$ cat src/hdl/cordic_sincos_atan_unit_defines.svh
// ----------------------------------------------------------------------------
// cordic_sincos_atan_unit_defines
// assertion macros shared by the cordic unit
// ----------------------------------------------------------------------------
`ifndef CORDIC_SINCOS_ATAN_UNIT_DEFINES_SVH
`define CORDIC_SINCOS_ATAN_UNIT_DEFINES_SVH

// same-cycle implication, sampled on clock, off during reset
`define CSAU_ASSERT_HOLDS(label, ante, cons, msg) \
   label: assert property (@(posedge clock) disable iff (reset) (ante) |-> (cons)) \
      else $error(msg);

// next-cycle implication, sampled on clock, off during reset
`define CSAU_ASSERT_NEXT(label, ante, cons, msg) \
   label: assert property (@(posedge clock) disable iff (reset) (ante) |=> (cons)) \
      else $error(msg);

`endif

$ cat src/hdl/csau_pkg.sv
// ----------------------------------------------------------------------------
// csau_pkg
// types, constants and tables of the circular cordic unit
// ----------------------------------------------------------------------------
package csau_pkg;

   // operation codes
   localparam logic OP_ROTATE = 1'b0;
   localparam logic OP_VECTOR = 1'b1;

   // quadrant codes
   localparam logic [1:0] QUAD_I   = 2'd0;
   localparam logic [1:0] QUAD_II  = 2'd1;
   localparam logic [1:0] QUAD_III = 2'd2;
   localparam logic [1:0] QUAD_IV  = 2'd3;

   localparam int TAB_LEN = 9;

   // magnitude limit before vectoring
   localparam logic [29:0] VEC_MAG_LIMIT = 30'h36f602be;

   // circle constants, 2^17 = 1.0
   localparam logic [25:0] FULL_TURN_RAD    = 26'h00c90fd;
   localparam logic [25:0] FULL_TURN_DEG    = 26'h2d00000;
   localparam logic [25:0] HALF_TURN_RAD    = 26'h006487e;
   localparam logic [25:0] HALF_TURN_DEG    = 26'h1680000;
   localparam logic [25:0] QUARTER_TURN_RAD = 26'h003243f;
   localparam logic [25:0] QUARTER_TURN_DEG = 26'h0b40000;
   localparam logic [31:0] INV_GAIN_RAD     = 32'h000136e9;
   localparam logic [31:0] INV_GAIN_DEG     = 32'h000136e8;

   // floor(2^32 / full turn), used for the reduction quotient estimate
   localparam logic [12:0] RECIP_RAD = 13'((64'h1_0000_0000) / 64'(FULL_TURN_RAD));
   localparam logic [12:0] RECIP_DEG = 13'((64'h1_0000_0000) / 64'(FULL_TURN_DEG));

   // 2^31 mod full turn, undoes the offset-binary shift of the angle
   localparam logic [25:0] OFFSET_RAD = 26'((64'h8000_0000) % 64'(FULL_TURN_RAD));
   localparam logic [25:0] OFFSET_DEG = 26'((64'h8000_0000) % 64'(FULL_TURN_DEG));

   localparam logic [31:0] ATAN_ROM_RAD [TAB_LEN] = '{
      32'h0001921f, 32'h0000ed63, 32'h00007d6d, 32'h00003fab, 32'h00001ff5,
      32'h00000ffe, 32'h000007ff, 32'h000003ff, 32'h000001ff
   };
   localparam logic [31:0] ATAN_ROM_DEG [TAB_LEN] = '{
      32'h005a0000, 32'h0035214e, 32'h001c128e, 32'h000e4002, 32'h00072715,
      32'h0003946f, 32'h0001ca54, 32'h0000e52d, 32'h00007297
   };

   // one beat of the rotation datapath
   typedef struct packed {
      logic        op;
      logic        unit_deg;
      logic [1:0]  quad;
      logic        halved;
      logic        zero;
      logic [31:0] x;
      logic [31:0] y;
      logic [31:0] z;
   } csau_work_type;

   function automatic logic [25:0] full_turn(input logic unit_deg);
      return unit_deg ? FULL_TURN_DEG : FULL_TURN_RAD;
   endfunction

   function automatic logic [25:0] half_turn(input logic unit_deg);
      return unit_deg ? HALF_TURN_DEG : HALF_TURN_RAD;
   endfunction

   // angle step of one stage; past the table it keeps halving the last entry
   function automatic logic [31:0] atan_step(input logic unit_deg, input int stage,
                                             input int entries);
      logic [3:0]  idx;
      int          sh;
      logic [31:0] base;
      if (stage < entries) begin
         idx = 4'(stage);
         sh  = 0;
      end else begin
         idx = 4'(entries - 1);
         sh  = stage - entries + 1;
      end
      base = unit_deg ? ATAN_ROM_DEG[idx] : ATAN_ROM_RAD[idx];
      return base >> sh;
   endfunction

endpackage

$ cat src/hdl/csau_prep.sv
// ----------------------------------------------------------------------------
// csau_prep
// five-stage front end: angle reduction and quadrant fold, or abs and scaling
// ----------------------------------------------------------------------------
module csau_prep (
   input  logic                   clock,
   input  logic                   reset,
   input  logic                   in_valid,
   output logic                   in_ready,
   input  logic                   op,
   input  logic                   unit_deg,
   input  logic [31:0]            operand_a,
   input  logic [31:0]            operand_b,
   output logic                   out_valid,
   input  logic                   out_ready,
   output csau_pkg::csau_work_type out_work
);
   import csau_pkg::*;

   typedef struct packed {
      logic        op;
      logic        unit_deg;
      logic [1:0]  quad;
      logic        zero;
      logic        halved;
      logic [30:0] px;
      logic [30:0] py;
   } csau_side_type;

   // stage enables, bubbles collapse
   logic adv1, adv2, adv3, adv4, adv5;
   logic vld1_ff, vld2_ff, vld3_ff, vld4_ff, vld5_ff;

   // stage 1
   csau_side_type side1_in, side1_ff;
   logic [31:0]   n1_in, n1_ff;
   logic [44:0]   prod1_in, prod1_ff;
   logic [30:0]   abs_a, abs_b;

   // stage 2
   csau_side_type side2_in, side2_ff;
   logic [31:0]   n2_ff;
   logic [12:0]   q_est;
   logic [33:0]   prod2_in, prod2_ff;
   logic [30:0]   mag_max;
   logic [1:0]    sh;

   // stage 3
   csau_side_type side3_ff;
   logic [33:0]   r_full, r_corr;
   logic [25:0]   r3_in, r3_ff;

   // stage 4
   csau_side_type side4_ff;
   logic [26:0]   diff;
   logic [25:0]   phi4_in, phi4_ff;

   // stage 5
   logic [25:0]   qt, qt2, qt3, fold;
   logic [1:0]    rquad;
   csau_work_type work5_in, work5_ff;

   assign adv5     = !vld5_ff || out_ready;
   assign adv4     = !vld4_ff || adv5;
   assign adv3     = !vld3_ff || adv4;
   assign adv2     = !vld2_ff || adv3;
   assign adv1     = !vld1_ff || adv2;
   assign in_ready = adv1;

   always_ff @(posedge clock) begin
      if (reset) begin
         vld1_ff <= 1'b0;
         vld2_ff <= 1'b0;
         vld3_ff <= 1'b0;
         vld4_ff <= 1'b0;
         vld5_ff <= 1'b0;
      end else begin
         if (adv1) vld1_ff <= in_valid;
         if (adv2) vld2_ff <= vld1_ff;
         if (adv3) vld3_ff <= vld2_ff;
         if (adv4) vld4_ff <= vld3_ff;
         if (adv5) vld5_ff <= vld4_ff;
      end
   end

   // stage 1: offset-binary angle times reciprocal, abs and quadrant of (x, y)
   always_comb begin
      n1_in    = {~operand_a[31], operand_a[30:0]};
      prod1_in = 45'(n1_in) * 45'(unit_deg ? RECIP_DEG : RECIP_RAD);
      abs_a    = (operand_a == 32'h8000_0000) ? 31'h7fff_ffff
               : (operand_a[31] ? 31'(-operand_a) : operand_a[30:0]);
      abs_b    = (operand_b == 32'h8000_0000) ? 31'h7fff_ffff
               : (operand_b[31] ? 31'(-operand_b) : operand_b[30:0]);
      side1_in.op       = op;
      side1_in.unit_deg = unit_deg;
      side1_in.zero     = (operand_a == 32'd0) && (operand_b == 32'd0);
      side1_in.halved   = 1'b0;
      side1_in.px       = abs_a;
      side1_in.py       = abs_b;
      if (operand_a[31]) begin
         side1_in.quad = operand_b[31] ? QUAD_III : QUAD_II;
      end else begin
         side1_in.quad = operand_b[31] ? QUAD_IV : QUAD_I;
      end
   end

   // stage 2: quotient estimate times full turn, halve (x, y) under the limit
   always_comb begin
      q_est    = prod1_ff[44:32];
      prod2_in = 34'(39'(q_est) * 39'(full_turn(side1_ff.unit_deg)));
      mag_max  = (side1_ff.px > side1_ff.py) ? side1_ff.px : side1_ff.py;
      if (mag_max <= 31'(VEC_MAG_LIMIT)) begin
         sh = 2'd0;
      end else if ((mag_max >> 1) <= 31'(VEC_MAG_LIMIT)) begin
         sh = 2'd1;
      end else begin
         sh = 2'd2;
      end
      side2_in        = side1_ff;
      side2_in.px     = side1_ff.px >> sh;
      side2_in.py     = side1_ff.py >> sh;
      side2_in.halved = (sh != 2'd0);
   end

   // stage 3: remainder, one correction step
   always_comb begin
      r_full = {2'b00, n2_ff} - prod2_ff;
      r_corr = (r_full >= 34'(full_turn(side2_ff.unit_deg)))
             ? r_full - 34'(full_turn(side2_ff.unit_deg)) : r_full;
      r3_in  = r_corr[25:0];
   end

   // stage 4: remove the offset, back into [0, full turn)
   always_comb begin
      diff = {1'b0, r3_ff} - {1'b0, (side3_ff.unit_deg ? OFFSET_DEG : OFFSET_RAD)};
      if (diff[26]) begin
         phi4_in = 26'(diff + {1'b0, full_turn(side3_ff.unit_deg)});
      end else begin
         phi4_in = diff[25:0];
      end
   end

   // stage 5: quadrant of the angle, fold into the first, seed the rotation
   always_comb begin
      qt  = side4_ff.unit_deg ? QUARTER_TURN_DEG : QUARTER_TURN_RAD;
      qt2 = qt << 1;
      qt3 = qt + qt2;
      if (phi4_ff < qt) begin
         rquad = QUAD_I;
         fold  = phi4_ff;
      end else if (phi4_ff < qt2) begin
         rquad = QUAD_II;
         fold  = half_turn(side4_ff.unit_deg) - phi4_ff;
      end else if (phi4_ff < qt3) begin
         rquad = QUAD_III;
         fold  = phi4_ff - half_turn(side4_ff.unit_deg);
      end else begin
         // includes the one-unit gap below a full turn in radians
         rquad = QUAD_IV;
         fold  = full_turn(side4_ff.unit_deg) - phi4_ff;
      end
      work5_in.op       = side4_ff.op;
      work5_in.unit_deg = side4_ff.unit_deg;
      work5_in.halved   = side4_ff.halved;
      work5_in.zero     = side4_ff.zero;
      if (side4_ff.op == OP_VECTOR) begin
         work5_in.quad = side4_ff.quad;
         work5_in.x    = {1'b0, side4_ff.px};
         work5_in.y    = {1'b0, side4_ff.py};
         work5_in.z    = 32'd0;
      end else begin
         work5_in.quad = rquad;
         work5_in.x    = side4_ff.unit_deg ? INV_GAIN_DEG : INV_GAIN_RAD;
         work5_in.y    = 32'd0;
         work5_in.z    = {6'd0, fold};
      end
   end

   always_ff @(posedge clock) begin
      if (adv1) begin
         side1_ff <= side1_in;
         n1_ff    <= n1_in;
         prod1_ff <= prod1_in;
      end
      if (adv2) begin
         side2_ff <= side2_in;
         n2_ff    <= n1_ff;
         prod2_ff <= prod2_in;
      end
      if (adv3) begin
         side3_ff <= side2_ff;
         r3_ff    <= r3_in;
      end
      if (adv4) begin
         side4_ff <= side3_ff;
         phi4_ff  <= phi4_in;
      end
      if (adv5) begin
         work5_ff <= work5_in;
      end
   end

   assign out_valid = vld5_ff;
   assign out_work  = work5_ff;

endmodule

$ cat config.mk
export PLATFORM = sky130hd
export DESIGN_NAME = csau_prep
export DESIGN_NICKNAME = d
export VERILOG_FILES = /design/src/hdl/cordic_sincos_atan_unit_defines.svh /design/src/hdl/csau_pkg.sv /design/src/hdl/csau_prep.sv
export SDC_FILE = /design/constraint.sdc
export NUM_CORES = 2
export LEC_CHECK = 0
export BUFFER_PORTS_ARGS = -buffer_cell sky130_fd_sc_hd__buf_2
export CAP_MARGIN = 20
export CORE_ASPECT_RATIO = 1.5
export CORE_MARGIN = 2
export CORE_UTILIZATION = 35
export CTS_BUF_LIST = sky130_fd_sc_hd__clkbuf_16
export CTS_CLUSTER_DIAMETER = 120
export DETAILED_ROUTE_END_ITERATION = 16
export SLEW_MARGIN = 20
export SYNTH_ARGS = -nofsm -noshare
export SYNTH_HDL_FRONTEND = slang
export SYNTH_SLANG_ARGS = --single-unit
$ cat constraint.sdc
create_clock -name clock -period 8.7 [get_ports clock]
set_clock_uncertainty 0.05 [all_clocks]
set_input_delay 0.87 -clock clock [delete_from_list [all_inputs] [get_ports clock]]
set_output_delay 0.87 -clock clock [all_outputs]
set_load 0.005 [all_outputs]
==> impl_metrics.csv <==
group,metric,value,unit
outcome,outcome,"completed",
detailed_routing,vias_per_cell,5.01,
synth,syn_area,42100,um^2
global_route,grt_pass1_vias,28900,
power,p_leak,21.2,nW
detailed_routing,antenna_left,0,
synth,yosysUniqueCellTypes,114,
power,powerDensity,405,nW/um^2
power,sw_frac_of_total,43.5,%
clock_tree,cts.sinks,533,
floorplanning,top_level_ports,174,
finish,area_delta_synth_final,10.6,%
floorplanning,die_h,429,um
clock_tree,insertion_delay,0.64,ns
clock_tree,cts_tree,"yes",
power,power_report.internal_total,10.7,mW
worst_setup_path,crit_type,"flip-flop to flip-flop",
placement,hpwlAfterDp,80.1,mm
worst_setup_path,start_kind,"flip-flop",
placement,gp_congestion,0.888,
detailed_routing,drtIter0Drc,1606,
clock_tree,post_cts_resized,0,
timing,hold_violations,0,
finish,fill_cells,11700,
floorplanning,rows,155,
power,p_comb_share,63.9,%
detailed_routing,finalWirelength,98.6,mm
power,p_sw,8.21,mW
timing,fin_tns_setup,0,ns
power,p_seq_share,23.7,%
timing,period_minus_slack,7.22,ns
synth,synth_edf_count,528,
global_route,antenna_found_initial,7,
placement,place_ws,0.982,ns
detailed_routing,vias,28500,
worst_setup_path,crit_fanout,24,
timing,relSlewSlack,21.5,%
job,max_cap_violations,0,
clock_tree,cts_root_buffer,"clkbuf_16",
placement,numPlacedInstances,5587,
clock_tree,cts_max_level,2,
detailed_routing,drt_first_pass_iters,5,
synth,ys.flop_type,"edfxtp_1",
synth,ys_ff_latch,533,
clock_tree,clockBufferDepth,3,
floorplanning,die_area,123000,um^2
timing,slew_violations,0,
synth,yosys_warnings,0,
finish,nNetsFinal,4898,
timing,final-setup-viol-count,0,
clock_tree,cts_buffers,55,
clock_tree,hold_buffers,0,
finish,layout-drive-gt1-share,8.93,%
detailed_routing,wl_per_cell,17.3,um
worst_setup_path,cp.arrival,7.53,ns
floorplanning,core_area,119000,um^2
worst_setup_path,cp_data_required_time,9.01,ns
timing,rsz0062_at_grt,"false",
synth,netlist_instances,3921,
global_route,grt_pass1_wl,157,mm
timing,fin_crit_sh,83.0,%
synth,async_reset_ff_share,0,%
timing,setup_ws,1.48,ns
global_route,grt_max_degree,86,
hold_path,hp-class,"flip-flop to flip-flop",
worst_setup_path,critPathCaptureType,"flip-flop",
floorplanning,start_util,35.3,%
power,ir_drop,0.253,mV
finish,finalNonFillerCells,5694,
power,p_clk_share,12.4,%
synth,syn_area_per_cell,10.7,um^2
detailed_routing,drc,0,
synth,ys_seq_area_share,37.9,%
clock_tree,cts_setup_buffers,0,
global_route,grt_usage,16.0,%
timing,clock.fmax,139,MHz
global_route,grt_overflow,0,
placement,io_buffers,165,
timing,worstMarginPinSlew,1.17,ns
clock_tree,clk_pin_slew_worst_paths,0.06,ns
floorplanning,dieWidth,287,um
registers in the layout (all words and copies together) (netlist names):
name / flops
vld2_ff: 1
vld3_ff: 1
prod1_ff: 13
n1_ff: 32
side3_ff: 68
prod2_ff: 34
out_work: 94
phi4_ff: 26
r3_ff: 26
out_valid: 1
side4_ff: 68
vld1_ff: 1
n2_ff: 32
side2_ff: 68
vld4_ff: 1
side1_ff: 67
layout make-up:
type	instances	area [um^2]	area share (%)
inverter	670	2520	5.41
antenna	3	7.51	0.0161
timing repair buffer	189	1010	2.16
multi-input combinational	2625	23300	50.0
clock inverter	49	482	1.03
tap	1570	1960	4.21
sequential	533	16000	34.2
clock buffer	55	1380	2.95
cells in the mapped netlist (all sizes together) (8+ instances only):
library cell  count  area (um^2)
nor2b            45          282
and2             74          465
nand3            58          295
clkbuf           76          287
a221o            33          330
nor3             62          315
o31ai            33          280
o21bai           16          120
a31o             12          105
nor4             23          156
edfxtp          528        15900
xor2             67          587
o21ai           119          603
nand2b           73          464
or4              13         97.6
a21o             65          495
fa              276         5530
inv             670         2510
buf              27          176
o41ai            13          121
o21a             27          204
a211oi           24          190
ha              478         5980
nand4            28          175
nor3b             8         70.1
o211ai           21          168
a21boi           10         78.8
o22ai            37          231
and3             22          143
a311oi           10         87.6
or3              29          191
nor2            221          837
a21oi           195          983
a31oi            37          238
nand2           193          724
mux2             13          146
xnor2           142         1240
or2              15         96.4
a211o             9         78.8
stage by stage:
stage | area (um^2) | hold WS, ns | total power [mW] | util, %
after floorplan | 42200 | 0.350 | 14.0 | -
after global placement | 44700 | 0.350 | 16.5 | 37.5
after detailed placement | 44700 | 0.355 | 16.6 | 37.5
after CTS | 46600 | 0.329 | 19.1 | 39.1
after global routing | 46600 | 0.330 | 20.9 | 39.1
final | 46600 | 0.330 | 18.9 | 39.1
layer usage:
metal / track usage, % / part of all wire, % / vias up
met5: 0 / 0.051 / -
li1: - / - / 14000
met2: 28.4 / 51 / 614
met1: 19.7 / 42 / 13800
met3: 1.85 / 3.8 / 182
met4: 5.84 / 3.7 / 8
worst max-delay path, stage by stage, from the launching register on:
cell and delay [ns]:
edfxtp_1 0.58, buf_4 0.30, nand2b_1 0.21, inv_1 0.36, fa_1 0.57, ha_1 0.31
inv_1 0.06, fa_1 0.54, inv_1 0.06, fa_1 0.52, inv_1 0.05, fa_1 0.52
inv_1 0.04, ha_1 0.34, o21a_1 0.22, o221a_2 0.27, a311oi_1 0.47, o311ai_1 0.26
nand2_1 0.13, o311ai_1 0.13, a31oi_1 0.28, nor2b_1 0.08, o21ai_0 0.15, nand2b_1 0.10
o31ai_1 0.25, xnor2_1 0.09
layout by cell type (no fill, tap or decap), drive strengths merged, types with 45 or more instances in the layout:
master | netlist | final
o21ai | 119 | 119
and2 | 74 | 74
nand2 | 193 | 193
xnor2 | 142 | 142
xor2 | 67 | 67
clkbuf | 76 | 55
nand2b | 73 | 73
edfxtp | 528 | 528
nor3 | 62 | 62
inv | 670 | 683
fa | 276 | 276
nor2 | 221 | 221
a21oi | 195 | 195
nor2b | 45 | 45
ha | 478 | 478
nand3 | 58 | 58
buf | 27 | 189
a21o | 65 | 65
power by group through the flow:
stage	logic, mW	clock network, mW	registers (mW)
6_report	12.1	2.34	4.47
5_1_grt	13.9	2.51	4.55
4_1_cts	12.2	2.41	4.48
3_5_place_dp	12.1	0	4.53
3_3_place_gp	11.9	0	4.52
2_1_floorplan	9.62	0	4.34
logic make-up after synthesis:
logic type | count (synthesis) | synth area share (%)
other | 2 | 0.0178
AOI/OAI and AO/OA | 741 | 12.1
muxes | 20 | 0.514
adders and majority gates | 754 | 27.3
DFF | 533 | 37.9
xor gates and xnor gates | 209 | 4.34
buffers and inverters | 773 | 7.07
and+or+nand+nor | 889 | 10.8
final timing paths:
path	from	to	slack, ns	depth (start not counted)
max	side1_ff[66]$_DFFE_PP_	prod2_ff[32]$_DFFE_PP_	1.48	25
min	side3_ff[12]$_DFFE_PP_	side4_ff[12]$_DFFE_PP_	0.33	0
max reg2reg	side1_ff[66]$_DFFE_PP_	prod2_ff[32]$_DFFE_PP_	1.48	25
min reg2reg	side3_ff[12]$_DFFE_PP_	side4_ff[12]$_DFFE_PP_	0.33	0
No activity file was read; power rests on OpenSTA's default activity.
